File: src/hw/rtl/pmct_pkg.sv
`default_nettype none
package pmct_pkg;
    localparam int COUNT_BITS_DEF = 16;
    localparam int FRAC_BITS_DEF  = 16;
    localparam int COORD_W = 32;
    localparam int COV_W   = 48;
    localparam int HELD_W  = 16;
    localparam int DIV_W   = 66;
    localparam logic KIND_INSERT = 1'b0;
    localparam logic KIND_REMOVE = 1'b1;

    typedef struct packed {
        logic start;
        logic signed [DIV_W-1:0] dividend;
    } div_req_t;
endpackage
`default_nettype wire

File: src/hw/rtl/pmct_divider.sv
`default_nettype none
// floor division of a signed dividend by a positive count, one quotient bit per cycle
module pmct_divider
    import pmct_pkg::*;
#(
    parameter int COUNT_BITS = COUNT_BITS_DEF
) (
    input  wire logic                    aclk,
    input  wire logic                    aresetn,
    input  wire div_req_t                req,
    input  wire logic [COUNT_BITS-1:0]   divisor,
    output logic                         done,
    output logic signed [DIV_W-1:0]      quotient
);
    localparam int CW = $clog2(DIV_W + 1);

    logic [DIV_W-1:0]      q_reg, q_next;
    logic [COUNT_BITS:0]   r_reg, r_next;
    logic [CW-1:0]         cnt_reg, cnt_next;
    logic                  busy_reg, busy_next, neg_reg, neg_next, done_reg, done_next;
    logic [COUNT_BITS:0]   trial;
    logic [DIV_W-1:0]      mag;
    logic [DIV_W-1:0]      qadj;

    always_comb begin
        q_next = q_reg;
        r_next = r_reg;
        cnt_next = cnt_reg;
        busy_next = busy_reg;
        neg_next = neg_reg;
        done_next = 1'b0;
        mag = req.dividend[DIV_W-1] ? DIV_W'(-req.dividend) : DIV_W'(req.dividend);
        trial = {r_reg[COUNT_BITS-1:0], q_reg[DIV_W-1]};
        if (req.start) begin
            q_next = mag;
            r_next = '0;
            cnt_next = CW'(DIV_W);
            busy_next = 1'b1;
            neg_next = req.dividend[DIV_W-1];
        end else if (busy_reg) begin
            if (trial >= {1'b0, divisor}) begin
                r_next = trial - {1'b0, divisor};
                q_next = {q_reg[DIV_W-2:0], 1'b1};
            end else begin
                r_next = trial;
                q_next = {q_reg[DIV_W-2:0], 1'b0};
            end
            cnt_next = cnt_reg - 1'b1;
            if (cnt_reg == CW'(1)) begin
                busy_next = 1'b0;
                done_next = 1'b1;
            end
        end
    end

    always_ff @(posedge aclk) begin
        if (!aresetn) begin
            busy_reg <= 1'b0;
            done_reg <= 1'b0;
            cnt_reg <= '0;
        end else begin
            busy_reg <= busy_next;
            done_reg <= done_next;
            cnt_reg <= cnt_next;
        end
        q_reg <= q_next;
        r_reg <= r_next;
        neg_reg <= neg_next;
    end

    assign qadj = q_reg + DIV_W'(r_reg != '0);
    assign done = done_reg;
    assign quotient = neg_reg ? -$signed(qadj) : $signed(q_reg);
endmodule
`default_nettype wire

File: config.mk
export PLATFORM = sky130hd
export DESIGN_NAME = pmct_divider
export DESIGN_NICKNAME = d
export VERILOG_FILES = /design/src/hw/rtl/pmct_pkg.sv /design/src/hw/rtl/pmct_divider.sv
export SDC_FILE = /design/constraint.sdc
export NUM_CORES = 1
export LEC_CHECK = 0
export BUFFER_PORTS_ARGS = -buffer_cell sky130_fd_sc_hd__buf_4
export CORE_ASPECT_RATIO = 1.25
export CORE_UTILIZATION = 55
export CTS_CLUSTER_SIZE = 28
export DETAILED_ROUTE_END_ITERATION = 8
export PLACE_DENSITY_LB_ADDON = 0.1
export SYNTH_ARGS = -nofsm -noshare
export SYNTH_HDL_FRONTEND = slang
export SYNTH_SLANG_ARGS = --single-unit
File: constraint.sdc
create_clock -name aclk -period 11.8 [get_ports aclk]
set_input_delay 1.77 -clock aclk [delete_from_list [all_inputs] [get_ports aclk]]
set_output_delay 1.77 -clock aclk [all_outputs]
set_load 0.01 [all_outputs]
# Word-level counts from Yosys, hierarchy flattened
# Cells that the tools add are included.
dict set report word_totals {
  reg_bits 93
  out_inout_bits 67
}
dict set report op_classes {
  addsub 5
  n_lt_le_gt_ge 1
  eq_ne 1
  n_mux 12
  bitwise_logic 2
  n_reduce_logical 4
}
# operator n
set ops {}
lappend ops {{$mux W66} 4}
lappend ops {{$neg A66 Y66} 2}
lappend ops {{$add A66 B1 Y66} 1}
lappend ops {{$ge A17 B16 Y1} 1}
lappend ops {{$mux W17} 1}
lappend ops {{$reduce_bool A17 Y1} 1}
lappend ops {{$sub A17 B16 Y17} 1}
lappend ops {{$mux W7} 2}
lappend ops {{$eq A7 B1 Y1 const B} 1}
lappend ops {{$sub A7 B1 Y7 const B} 1}
lappend ops {{$mux W1} 5}
lappend ops {{$reduce_or A3 Y1} 1}
lappend ops {{$not A1 Y1} 2}
lappend ops {{$reduce_bool A2 Y1} 1}
lappend ops {{$reduce_or A2 Y1} 1}

# Longest topological paths before layout
# Gate-level depths: netlist of run 1.
dict set report depth {
  ltp_word 4
  ltp_mapped 16
  depth_no_buf 16
}

# Worst setup path before layout of run 1
# No wires, ideal clock.
dict set report synth_timing {
  path_kind {register -> output}
  start {register r_reg[6]}
  end {output quotient[49]}
  arrival_time_ns 3.572
  required_ns 10.030
  slack_ns 6.458
  stages_incl_launch_ff 17
  path_buffers 0
  cell_sequence {dfxtp_1 > nor4_1 > nand4_1 > nor4_1 > ha_1 > ha_1 > inv_1 > ha_1 > o21bai_1 > a31oi_1 > o21ai_1 > a41oi_1 > o21ai_0 > a21oi_1 > o31a_1 > o2111a_1 > a221o_1}
}
dict set report synth_between {
  elab_chain_len 4
}
# element line
set synth_lines {}
lappend synth_lines {{from (decl)} pmct_divider.sv:18} ;# logic [COUNT_BITS:0] r_reg, r_next;
lappend synth_lines {{from (signal assigned)} pmct_divider.sv:67} ;# r_reg <= r_next;
lappend synth_lines {{$reduce_bool A17 Y1} pmct_divider.sv:71} ;# assign qadj = q_reg + DIV_W'(r_reg != '0);
lappend synth_lines {{$add A66 B1 Y66} pmct_divider.sv:71}
lappend synth_lines {{$neg A66 Y66} pmct_divider.sv:73} ;# assign quotient = neg_reg ? -$signed(qadj) : $signed(q_reg);
lappend synth_lines {{$mux W66} pmct_divider.sv:73}
lappend synth_lines {{to (decl)} pmct_divider.sv:13} ;# output logic signed [DIV_W-1:0] quotient
# Every way passes these cells.

# Worst setup path after layout of run 1
dict set report layout_timing {
  start {register r_reg[6]}
  end {output quotient[65]}
}
# The elaborated chain is that of the path after synthesis.

==> metrics.txt, run 1 <==
sequential share of power 0.266; hold depth 2; crit start category flip-flop; core area roughly 19000 µm²; leading area contributor after synthesis edfxtp_1; Worst Path Arrival between 5 and 6 ns; Fin Setup TNS 0 ns; simple-gate portion of the synthesized area 0.1999; largest family of logic cells by synthesized area compound AO/OA/AOI/OAI gates; Internal roughly 930 µW; Switching Share 0.4257; vias per cell 6.038; mux share of post-synthesis cell area 0.02986; Initial Util 0.5638; port bufs 151; status completed; Distinct cells, synth 72; IO Pins 152; post-synthesis register bit count between 90 and 100; post-cts resize count 0; Vert. Die Dim 160.0 µm; Comb power frac 0.556; clock sinks 93; Pleak about 5.6 nW; sequential area share after synthesis 0.2307; syn avg cell area 7.530 µm²; EDFF count, synth 67; Post-Syn Nets 1630; vias in the first global route 10540; cts hold-fix bufs 0; Layout Skew 0.01308 ns; Hold Fails Final Rpt 0; Setup Buffers After CTS 0; Req. time, crit path between 10 and 15 ns; gr usage total 0.3073; total vias in the final route 11060; Adder-Cell Fraction of Synth Area 0.09984; max reg flops 66; setup repair after global routing missed its margin no; reg2reg end r_reg[4]; Async S/R FF share, synth 0; R2R cell count 11; top cells by area, synth edfxtp_1 18%, ha_1 9.8%, a21oi_1 7.9%; Synth Area in Compound Gates 0.2743; CTS buffer count 9; final worst path period need 7.027 ns; Max clock buf depth 2; Hold EP r_reg[16]; Setup CP Type reg -> out; CTS root buf clkbuf_16; largest net degree at the start of global routing between 90 and 100; Switching Power 692.0 µW; fmax ~0.14 GHz; Mapped Area 10980 µm²; cells after synthesis 1458; DR WL/cell 17.22 µm; DRT iter0 DRCs 637; ys flop type edfxtp_1; Post-Route WL ~32 mm; Die ar. 20530 µm²; max-cap viol count 0; Rel. slew slack 0.3416; post-route ant nets 0; fin crit share 0.5955; Layout Utilization 0.6433; final setup fails 0; DRT Pass-1 Iters 5; Worst setup EP type output port; share of layout cells above drive strength 1 0.1328; Worst-Skew Late Latency 0.35 ns; Die Span X 128.4 µm; Slew Limit Fails 0; yosys warns 0; cell area power density 129.8 nW/µm²; share of the synthesized area in the top cell type 0.1833; Clk pwr share 0.178; DRC errors left 0; CTS clk-pin slew, worst paths ~0.08 ns; Area Growth Syn to Fin 14.09%; global-route wire length before repair 50.83 mm; nets 1733; GP Congestion 0.9320; Std-Cell Rows between 50 and 60; HP Class reg -> reg; Worst R2R Start r_reg[2]; worst-path maximum fanout 8; hold path startpoint r_reg[16]; DP HPWL 24.96 mm; TritonCTS clock tree yes; Worst Tran Pin Value 0.9876 ns; antenna violations before repair 1; Max VDD drop 0.07004 mV; R2R setup slack 8.57 ns; grt ovf 0; htree depth 3; area share of xor/xnor cells in the synthesized design 0.1045
==> per-layer routing <==
layer	global-route usage	routed length, µm	vias up	share of wire
met3	0.03853	1567	79	0.050
li1	-	-	5496	-
met5	0	0	-	0
met1	0.3758	13440	5116	0.43
met4	0.1342	1361	0	0.043
met2	0.5346	15180	370	0.48
==> critical path: stages, from the launching register on <==
cell	delay [ns]
dfxtp_1	0.35
nor4_1	0.39
nand4_1	0.15
nor4_1	0.23
ha_1	0.20
ha_1	0.16
inv_1	0.05
ha_1	0.20
o21bai_1	0.21
a31oi_1	0.12
o21ai_1	0.46
a41oi_1	0.19
o21ai_0	0.62
a21oi_1	0.43
o211a_1	0.32
a211oi_1	0.46
xnor2_1	0.20
buf_4	0.15
==> layout by cell type (no fill, tap or decap), types with 5 or more instances in the layout <==
cell type,instances
nor2b_1,8
nand2b_1,7
dfxtp_1,26
inv_1,110
a211o_1,5
and2_1,5
a211oi_1,19
mux2i_1,26
nand4_1,20
a21oi_1,173
buf_4,157
o21a_1,12
a31oi_1,14
nor4_1,17
edfxtp_1,67
o211a_1,6
nor3_1,26
and3_1,8
nor2_1,151
o21ai_0,98
xnor2_1,46
xor2_1,85
clkbuf_16,9
nand2_1,138
o211ai_1,9
o41ai_1,10
ha_1,86
nand3b_1,5
nand3_1,26
o31ai_1,21
a21o_1,39
or3_1,18
mux2_2,6
o21bai_1,21
or4_1,9
o2111ai_1,5
or2_2,10
==> power by group through the flow <==
stage	logic (mW)	registers (mW)	clock network, mW
2_1_floorplan	0.626	0.422	0
3_3_place_gp	0.886	0.437	0
3_5_place_dp	0.894	0.438	0
4_1_cts	0.898	0.431	0.294
5_1_grt	0.995	0.436	0.311
6_report	0.903	0.432	0.290
==> worst max path at each step <==
stage	slack [ns]	endpoint	from
3_3_place_gp	5.37	quotient[65]	r_reg[6]
6_report	4.77	quotient[65]	r_reg[6]
3_5_place_dp	5.28	quotient[65]	r_reg[6]
2_1_floorplan	6.46	quotient[49]	r_reg[6]
5_1_grt	4.47	quotient[65]	r_reg[14]
4_1_cts	4.88	quotient[65]	r_reg[6]
==> area by class of cell <==
cell class                 instances  area, µm²
clock inverter                     6      53.80
timing repair buffer             157       1179
tap                              265      331.6
inverter                         111      416.7
sequential                        93       2532
fill                            1877       6945
antenna                            1      2.502
clock buffer                      10      229.0
multi-input combinational       1189       7780
==> cell usage after synthesis (12+ instances only) <==
cell / instances
xnor2_1: 46
o21a_1: 12
a31oi_1: 14
edfxtp_1: 67
o31ai_1: 21
a21o_1: 39
nor3_1: 26
dfxtp_1: 26
mux2i_1: 26
nand4_1: 20
nand2_1: 139
ha_1: 86
o21ai_0: 98
inv_1: 110
clkbuf_1: 59
o21bai_1: 21
or3_1: 18
nand3_1: 26
a21oi_1: 173
xor2_1: 85
a211oi_1: 19
nor4_1: 17
nor2_1: 151
==> stage by stage <==
| stage | std cells | setup slack [ns] | power (mW) | hold slack (ns) | instance area [µm²] |
|---|---|---|---|---|---|
| 2_1_floorplan | 1458 | 6.458 | 1.048 | 0.4632 | 10980 |
| 3_3_place_gp | 1815 | 5.367 | 1.323 | 0.4711 | 12240 |
| 3_5_place_dp | 1815 | 5.284 | 1.332 | 0.4951 | 12240 |
| 4_1_cts | 1831 | 4.877 | 1.623 | 0.5061 | 12520 |
| 5_1_grt | 1832 | 4.465 | 1.742 | 0.5248 | 12520 |
| 6_report | 1832 | 4.773 | 1.625 | 0.5153 | 12520 |
==> cells by family after synthesis <==
| group | after synthesis |
|---|---|
| AO/OA/AOI/OAI | 476 |
| AND/OR/NAND/NOR | 463 |
| buffers and inverters | 176 |
| XOR/XNOR | 131 |
| flip-flops | 93 |
| adder cells (fa/ha/maj) | 87 |
| multiplexers | 32 |
(Power assumes the default switching activity.)
==> inputs of run 2 (changes only) <==
clock period = 7.2 ns   (was 11.8 ns; I/O delays follow)
==> run 2 against run 1 <==
Sequential cell count stayed put; clock power is 72% higher; register-to-register slack worse by 4.5 ns; critical endpoint unchanged; largest power group unchanged; highest routed layer unchanged.
==> metrics.txt, run 2 (same netlist as run 1, synthesis figures left out) <==
Rel. slew slack 0.4141 (+0.07253); design area 12550 µm² (+0.20%); largest net degree at the start of global routing 77 (-19%); vias in the first global route 10250 (-2.7%); vias per cell 5.976 (-1.0%); cell area power density 213.9 nW/µm² (+65%); nets 1734 (+0.058%); Std-Cell Rows 57 (unchanged); Worst-Skew Late Latency 0.36 ns (about the same); DR WL/cell 17.01 µm (-1.2%); Layout Skew 0.009063 ns (-0.004017 ns); final setup fails 0 (unchanged); gr usage total 0.3039 (-0.003342); Switching Share 0.4223 (-0.003422); max-cap viol count 0 (unchanged); fmax 0.1583 GHz; Layout fillers 1826 (-2.7%); setup repair after global routing missed its margin no; Hold EP r_reg[16]; HP Class reg -> reg; Req. time, crit path 6.12 ns (-3.91 ns); fin crit share 0.8774; IO Pins 152 (unchanged); Internal 1.551 mW (+66%); Max clock buf depth 2 (unchanged); Clk pwr share 0.186 (+0.008); Area Growth Syn to Fin 14.31%; post-route ant nets 0 (unchanged); Max VDD drop 0.1195 mV (+71%); DP HPWL 24.55 mm (-1.7%); crit start category flip-flop; Comb power frac 0.551 (-0.005); reg2reg end r_reg[4]; status completed; DRC errors left 0 (unchanged); TritonCTS clock tree yes; CTS clk-pin slew, worst paths 0.08 ns (about the same); Slew Limit Fails 0 (unchanged); DRT Pass-1 Iters 5 (unchanged); antenna cells 0 (-1); Non-Filler Instances 1832 (unchanged); Die ar. 20530 µm² (unchanged); Initial Util 0.5638 (unchanged); CTS root buf clkbuf_16; port bufs 151 (unchanged); grt ovf 0 (unchanged); Die Span X 128.4 µm (unchanged); most frequent cells in the layout 173 x a21oi_1, 158 x buf_4, 151 x nor2_1; worst-path maximum fanout 8 (unchanged); commonest non-fill, non-tap cell in the layout a21oi_1; Hold Fails Final Rpt 0 (unchanged); Worst R2R Start r_reg[0]; cts hold-fix bufs 0 (unchanged); Pwr Total 2.685 mW (+65%); hold_ws 0.5075 ns (-0.007863 ns); Vert. Die Dim 160.0 µm (unchanged); hold depth 2 (unchanged); Setup Buffers After CTS 0 (unchanged); hold path startpoint r_reg[16]; R2R setup slack 4.03 ns (-4.54 ns); Setup CP Type reg -> out; R2R cell count 11 (unchanged); total vias in the final route 10950 (-1.0%); Switching Power 1.134 mW (+64%); global-route wire length before repair 50.22 mm (-1.2%); Worst Path Arrival 5.24 ns (-0.02 ns); Setup WS pre-CTS 1.327 ns (-3.957 ns); clock sinks 93 (unchanged); max reg flops 66 (unchanged); worst setup margin 0.8827 ns (-3.890 ns); Layout Utilization 0.6446 (+0.001285); antenna violations before repair 0 (-1); Worst Tran Pin Value 0.8788 ns (-0.1088 ns); CTS buffer count 9 (unchanged); sequential share of power 0.262 (-0.004); Post-Route WL 31.16 mm (-1.2%); share of layout cells above drive strength 1 0.1334 (+0.0005534); Worst setup EP type output port; Post-DP Area 12250 µm² (about the same); Fin Setup TNS 0 ns (unchanged); final worst path period need about 6.3 ns; post-cts resize count 0 (unchanged); DRT iter0 DRCs 705 (+11%); Cell Count Post-Placement 1816 (+0.055%); Pleak 5.570 nW (+0.23%); core area 19470 µm² (unchanged); htree depth 3 (unchanged); GP Congestion 0.9573 (+2.7%)
## run 2: worst max-delay path by stage
stage,to,slack [ns],start
floorplan,quotient[49],2.55,r_reg[6]
global placement,quotient[65],1.45,r_reg[6]
detailed placement,quotient[65],1.33,r_reg[14]
CTS,quotient[65],0.92,r_reg[14]
global route,quotient[65],0.72,r_reg[14]
finish,quotient[65],0.88,r_reg[14]
## run 2: worst max-delay path, stage by stage (launching register included)
cell and delay, ns:
dfxtp_1 0.34, nor4_1 0.35, nand4_1 0.16, nor4_1 0.24
ha_1 0.20, ha_1 0.16, inv_1 0.05, ha_1 0.19
o21bai_1 0.21, a31oi_1 0.12, o21ai_1 0.45, a41oi_1 0.19
o21ai_0 0.60, a21oi_1 0.45, o211a_1 0.33, a211oi_1 0.46
xnor2_1 0.19, buf_4 0.15
## run 2: area by class of cell
| type | count | area, µm² | share of cell area |
|---|---|---|---|
| repair buffers | 158 | 1186 | 0.09452 |
| clock inverters | 5 | 48.80 | 0.003888 |
| inverters | 111 | 416.7 | 0.03320 |
| flip-flops and latches | 93 | 2532 | 0.2018 |
| multi-input cells | 1189 | 7780 | 0.6199 |
| well taps | 265 | 331.6 | 0.02642 |
| clock buffers | 11 | 254.0 | 0.02024 |
## run 2: power groups by stage
| stage | Combinational, mW | Clock (mW) | Sequential [mW] |
|---|---|---|---|
| after global placement | 1.45 | 0 | 0.714 |
| after detailed placement | 1.46 | 0 | 0.715 |
| after CTS | 1.47 | 0.508 | 0.704 |
| final | 1.48 | 0.499 | 0.705 |
| after floorplan | 1.03 | 0 | 0.691 |
| after global routing | 1.63 | 0.531 | 0.711 |
## run 2: routing by layer
layer	vias up	wire [µm]	GRT usage	part of all wire
met4	0	1129	0.1166	0.036
met3	70	1459	0.03082	0.047
met1	5049	13280	0.3765	0.43
met2	341	15290	0.5361	0.49
li1	5488	-	-	-
met5	-	0	0	0
==> inputs of run 3 (changes only) <==
CORE_UTILIZATION = 25   (was 55)
==> run 3 against run 2 <==
Clock skew down 0.0030 ns; clock power is 6.8% higher; register-to-register slack lost 0.14 ns; critical path depth rose by 1; combinational power up 3%; final area rose by 3.2%; critical path type unchanged; largest cell class unchanged; largest power group unchanged.
==> metrics.txt, run 3 (same netlist as run 1, synthesis figures left out) <==
antenna violations before repair 0 (unchanged); most frequent cells in the layout 173 x a21oi_1, 158 x buf_4, 151 x nor2_1; IO Pins 152 (unchanged); Layout Utilization 0.2998 (-0.3448); gr usage total 0.1715 (-0.1324); post-route ant nets 0 (unchanged); R2R cell count 11 (unchanged); Post-DP Area 12620 µm² (+3.1%); hold path startpoint r_reg[16]; CP max-delay cell o21ai_0; Hold EP r_reg[16]; reg2reg end r_reg[4]; critical path's largest stage delay 0.61 ns (about the same); crit start category flip-flop; worst setup margin 1.051 ns (+0.1680 ns); max-cap viol count 0 (unchanged); Worst R2R Start r_reg[0]; htree depth 3 (unchanged); Worst-Skew Late Latency 0.37 ns (about the same); post-cts resize count 0 (unchanged); TritonCTS clock tree yes; Cell Count Post-Placement 2116 (+17%); status completed; DR WL/cell 17.94 µm (+5.5%); Area Growth Syn to Fin 17.92%; HP Class reg -> reg; Fin Setup TNS 0 ns (unchanged); Req. time, crit path 6.12 ns (about the same); commonest non-fill, non-tap cell in the layout a21oi_1; Worst Path Buf+Inv 3 (+1); Cell Chain, Critical Path nor4_1, nand4_1, nor4_1, ha_1, ha_1, inv_1, ha_1, o21bai_1, a31oi_1, o21ai_1, a41oi_1, o21ai_0, a21oi_1, buf_4, o211a_1, a211oi_1, xnor2_1, buf_4; vias per cell 5.022 (-16%); cts hold-fix bufs 0 (unchanged); Non-Filler Instances 2132 (+16%); grt ovf 0 (unchanged); Slew Limit Fails 0 (unchanged); DRC errors left 0 (unchanged); fin crit share 0.8541 (-0.02334); Seq. cell area 2532 µm² (unchanged); Post-Route WL 38.25 mm (+23%); Worst Tran Pin Value 1.009 ns (+0.1301 ns); nets 1734 (unchanged); Std-Cell Rows 85 (+49%); Max clock buf depth 2 (unchanged); vias in the first global route 10620 (+3.6%); hold depth 2 (unchanged); cell area power density 213.5 nW/µm² (-0.20%); Hold Fails Final Rpt 0 (unchanged); max reg flops 66 (unchanged); area of the multi-input gates 7780 µm² (unchanged); DP HPWL 31.00 mm (+26%); antenna cells 0 (unchanged); Pleak 5.583 nW (+0.23%); Layout fillers 4831 (+160%); Largest delay share family, worst path compound AO/OA/AOI/OAI gates; DRT iter0 DRCs 669 (-5.1%); Die Span X 189.4 µm (+48%); CTS clk-pin slew, worst paths 0.07 ns (about the same); design area 12940 µm² (+3.2%); CTS buffer count 9 (unchanged); share of layout cells above drive strength 1 0.1340 (+0.0006382); worst-path maximum fanout 8 (unchanged); Setup CP Type reg -> out; largest net degree at the start of global routing 79 (+2.6%); clock sinks 93 (unchanged); total vias in the final route 10710 (-2.2%); Worst setup EP type output port; Setup Buffers After CTS 0 (unchanged); Vert. Die Dim 236.3 µm (+48%); hold_ws 0.4930 ns (-0.01447 ns); setup repair after global routing missed its margin no; final worst path period need 6.149 ns (-0.1680 ns); Layout Skew 0.006041 ns (-0.003022 ns); Pwr Total 2.764 mW (+2.9%); R2R setup slack 3.89 ns (-0.14 ns); most used cell, CP ha_1; CTS root buf clkbuf_16; Die ar. 44760 µm² (+120%); GP Congestion 0.8777 (-8.3%); global-route wire length before repair 60.09 mm (+20%); final setup fails 0 (unchanged); DRT Pass-1 Iters 5 (unchanged); Rel. slew slack 0.3212 (-0.09293); Setup WS pre-CTS 1.385 ns (+0.05754 ns); Max VDD drop 0.1147 mV (-4.0%); Worst Path Arrival 5.07 ns (-0.17 ns); port bufs 151 (unchanged); Initial Util 0.2542 (-0.3096); core area 43180 µm² (+120%); fmax 0.1626 GHz (+2.7%)
run 3: cell types whose count changed in the layout (fill, tap and decap cells not counted):
cell,change
clkbuf_1,-1
clkbuf_16,+1
clkbuf_8,+2
clkinv_2,+1
clkinv_4,-2
inv_4,+1
inv_8,-2
run 3: how the worst max path moves through the flow:
stage | slack, ns | startpoint | to | cells past startpoint
floorplan | 2.55 | r_reg[6] | quotient[49] | 16
global placement | 1.44 | r_reg[6] | quotient[65] | 18
detailed placement | 1.38 | r_reg[6] | quotient[65] | 18
CTS | 0.93 | r_reg[6] | quotient[65] | 18
global route | 0.67 | r_reg[6] | quotient[64] | 15
finish | 1.05 | r_reg[6] | quotient[65] | 18
run 3: final cells by class:
cell class,count,area share
clock buffer,13,0.02339
clock inverter,3,0.001546
inverter,111,0.03219
sequential,93,0.1956
timing repair buffer,158,0.09163
tap,565,0.05461
multi-input combinational,1189,0.6010
run 3: routing by layer:
| layer | global-route usage | wire, µm | vias up |
|---|---|---|---|
| met5 | 0 | 0 | - |
| met4 | 0.03690 | 457 | 0 |
| met3 | 0.02455 | 1267 | 16 |
| met2 | 0.3056 | 19260 | 183 |
| met1 | 0.2160 | 17270 | 5007 |
| li1 | - | - | 5501 |
run 3: report_power, final:
part | total, mW | switching, mW | internal, mW
Sequential | 0.705 | 0.0599 | 0.645
Clock | 0.533 | 0.236 | 0.297
Combinational | 1.53 | 0.881 | 0.646
Total | 2.76 | 1.18 | 1.59
run 3: worst reg2reg max path: cells and delay by family, from the launching register on:
family                   cells  cell delay (ns)
AND/OR/NAND/NOR              3             0.60
AO/OA/AOI/OAI                6             1.62
buffers and inverters        1             0.29
flip-flops                   1             0.43
adder cells (fa/ha/maj)      1             0.29
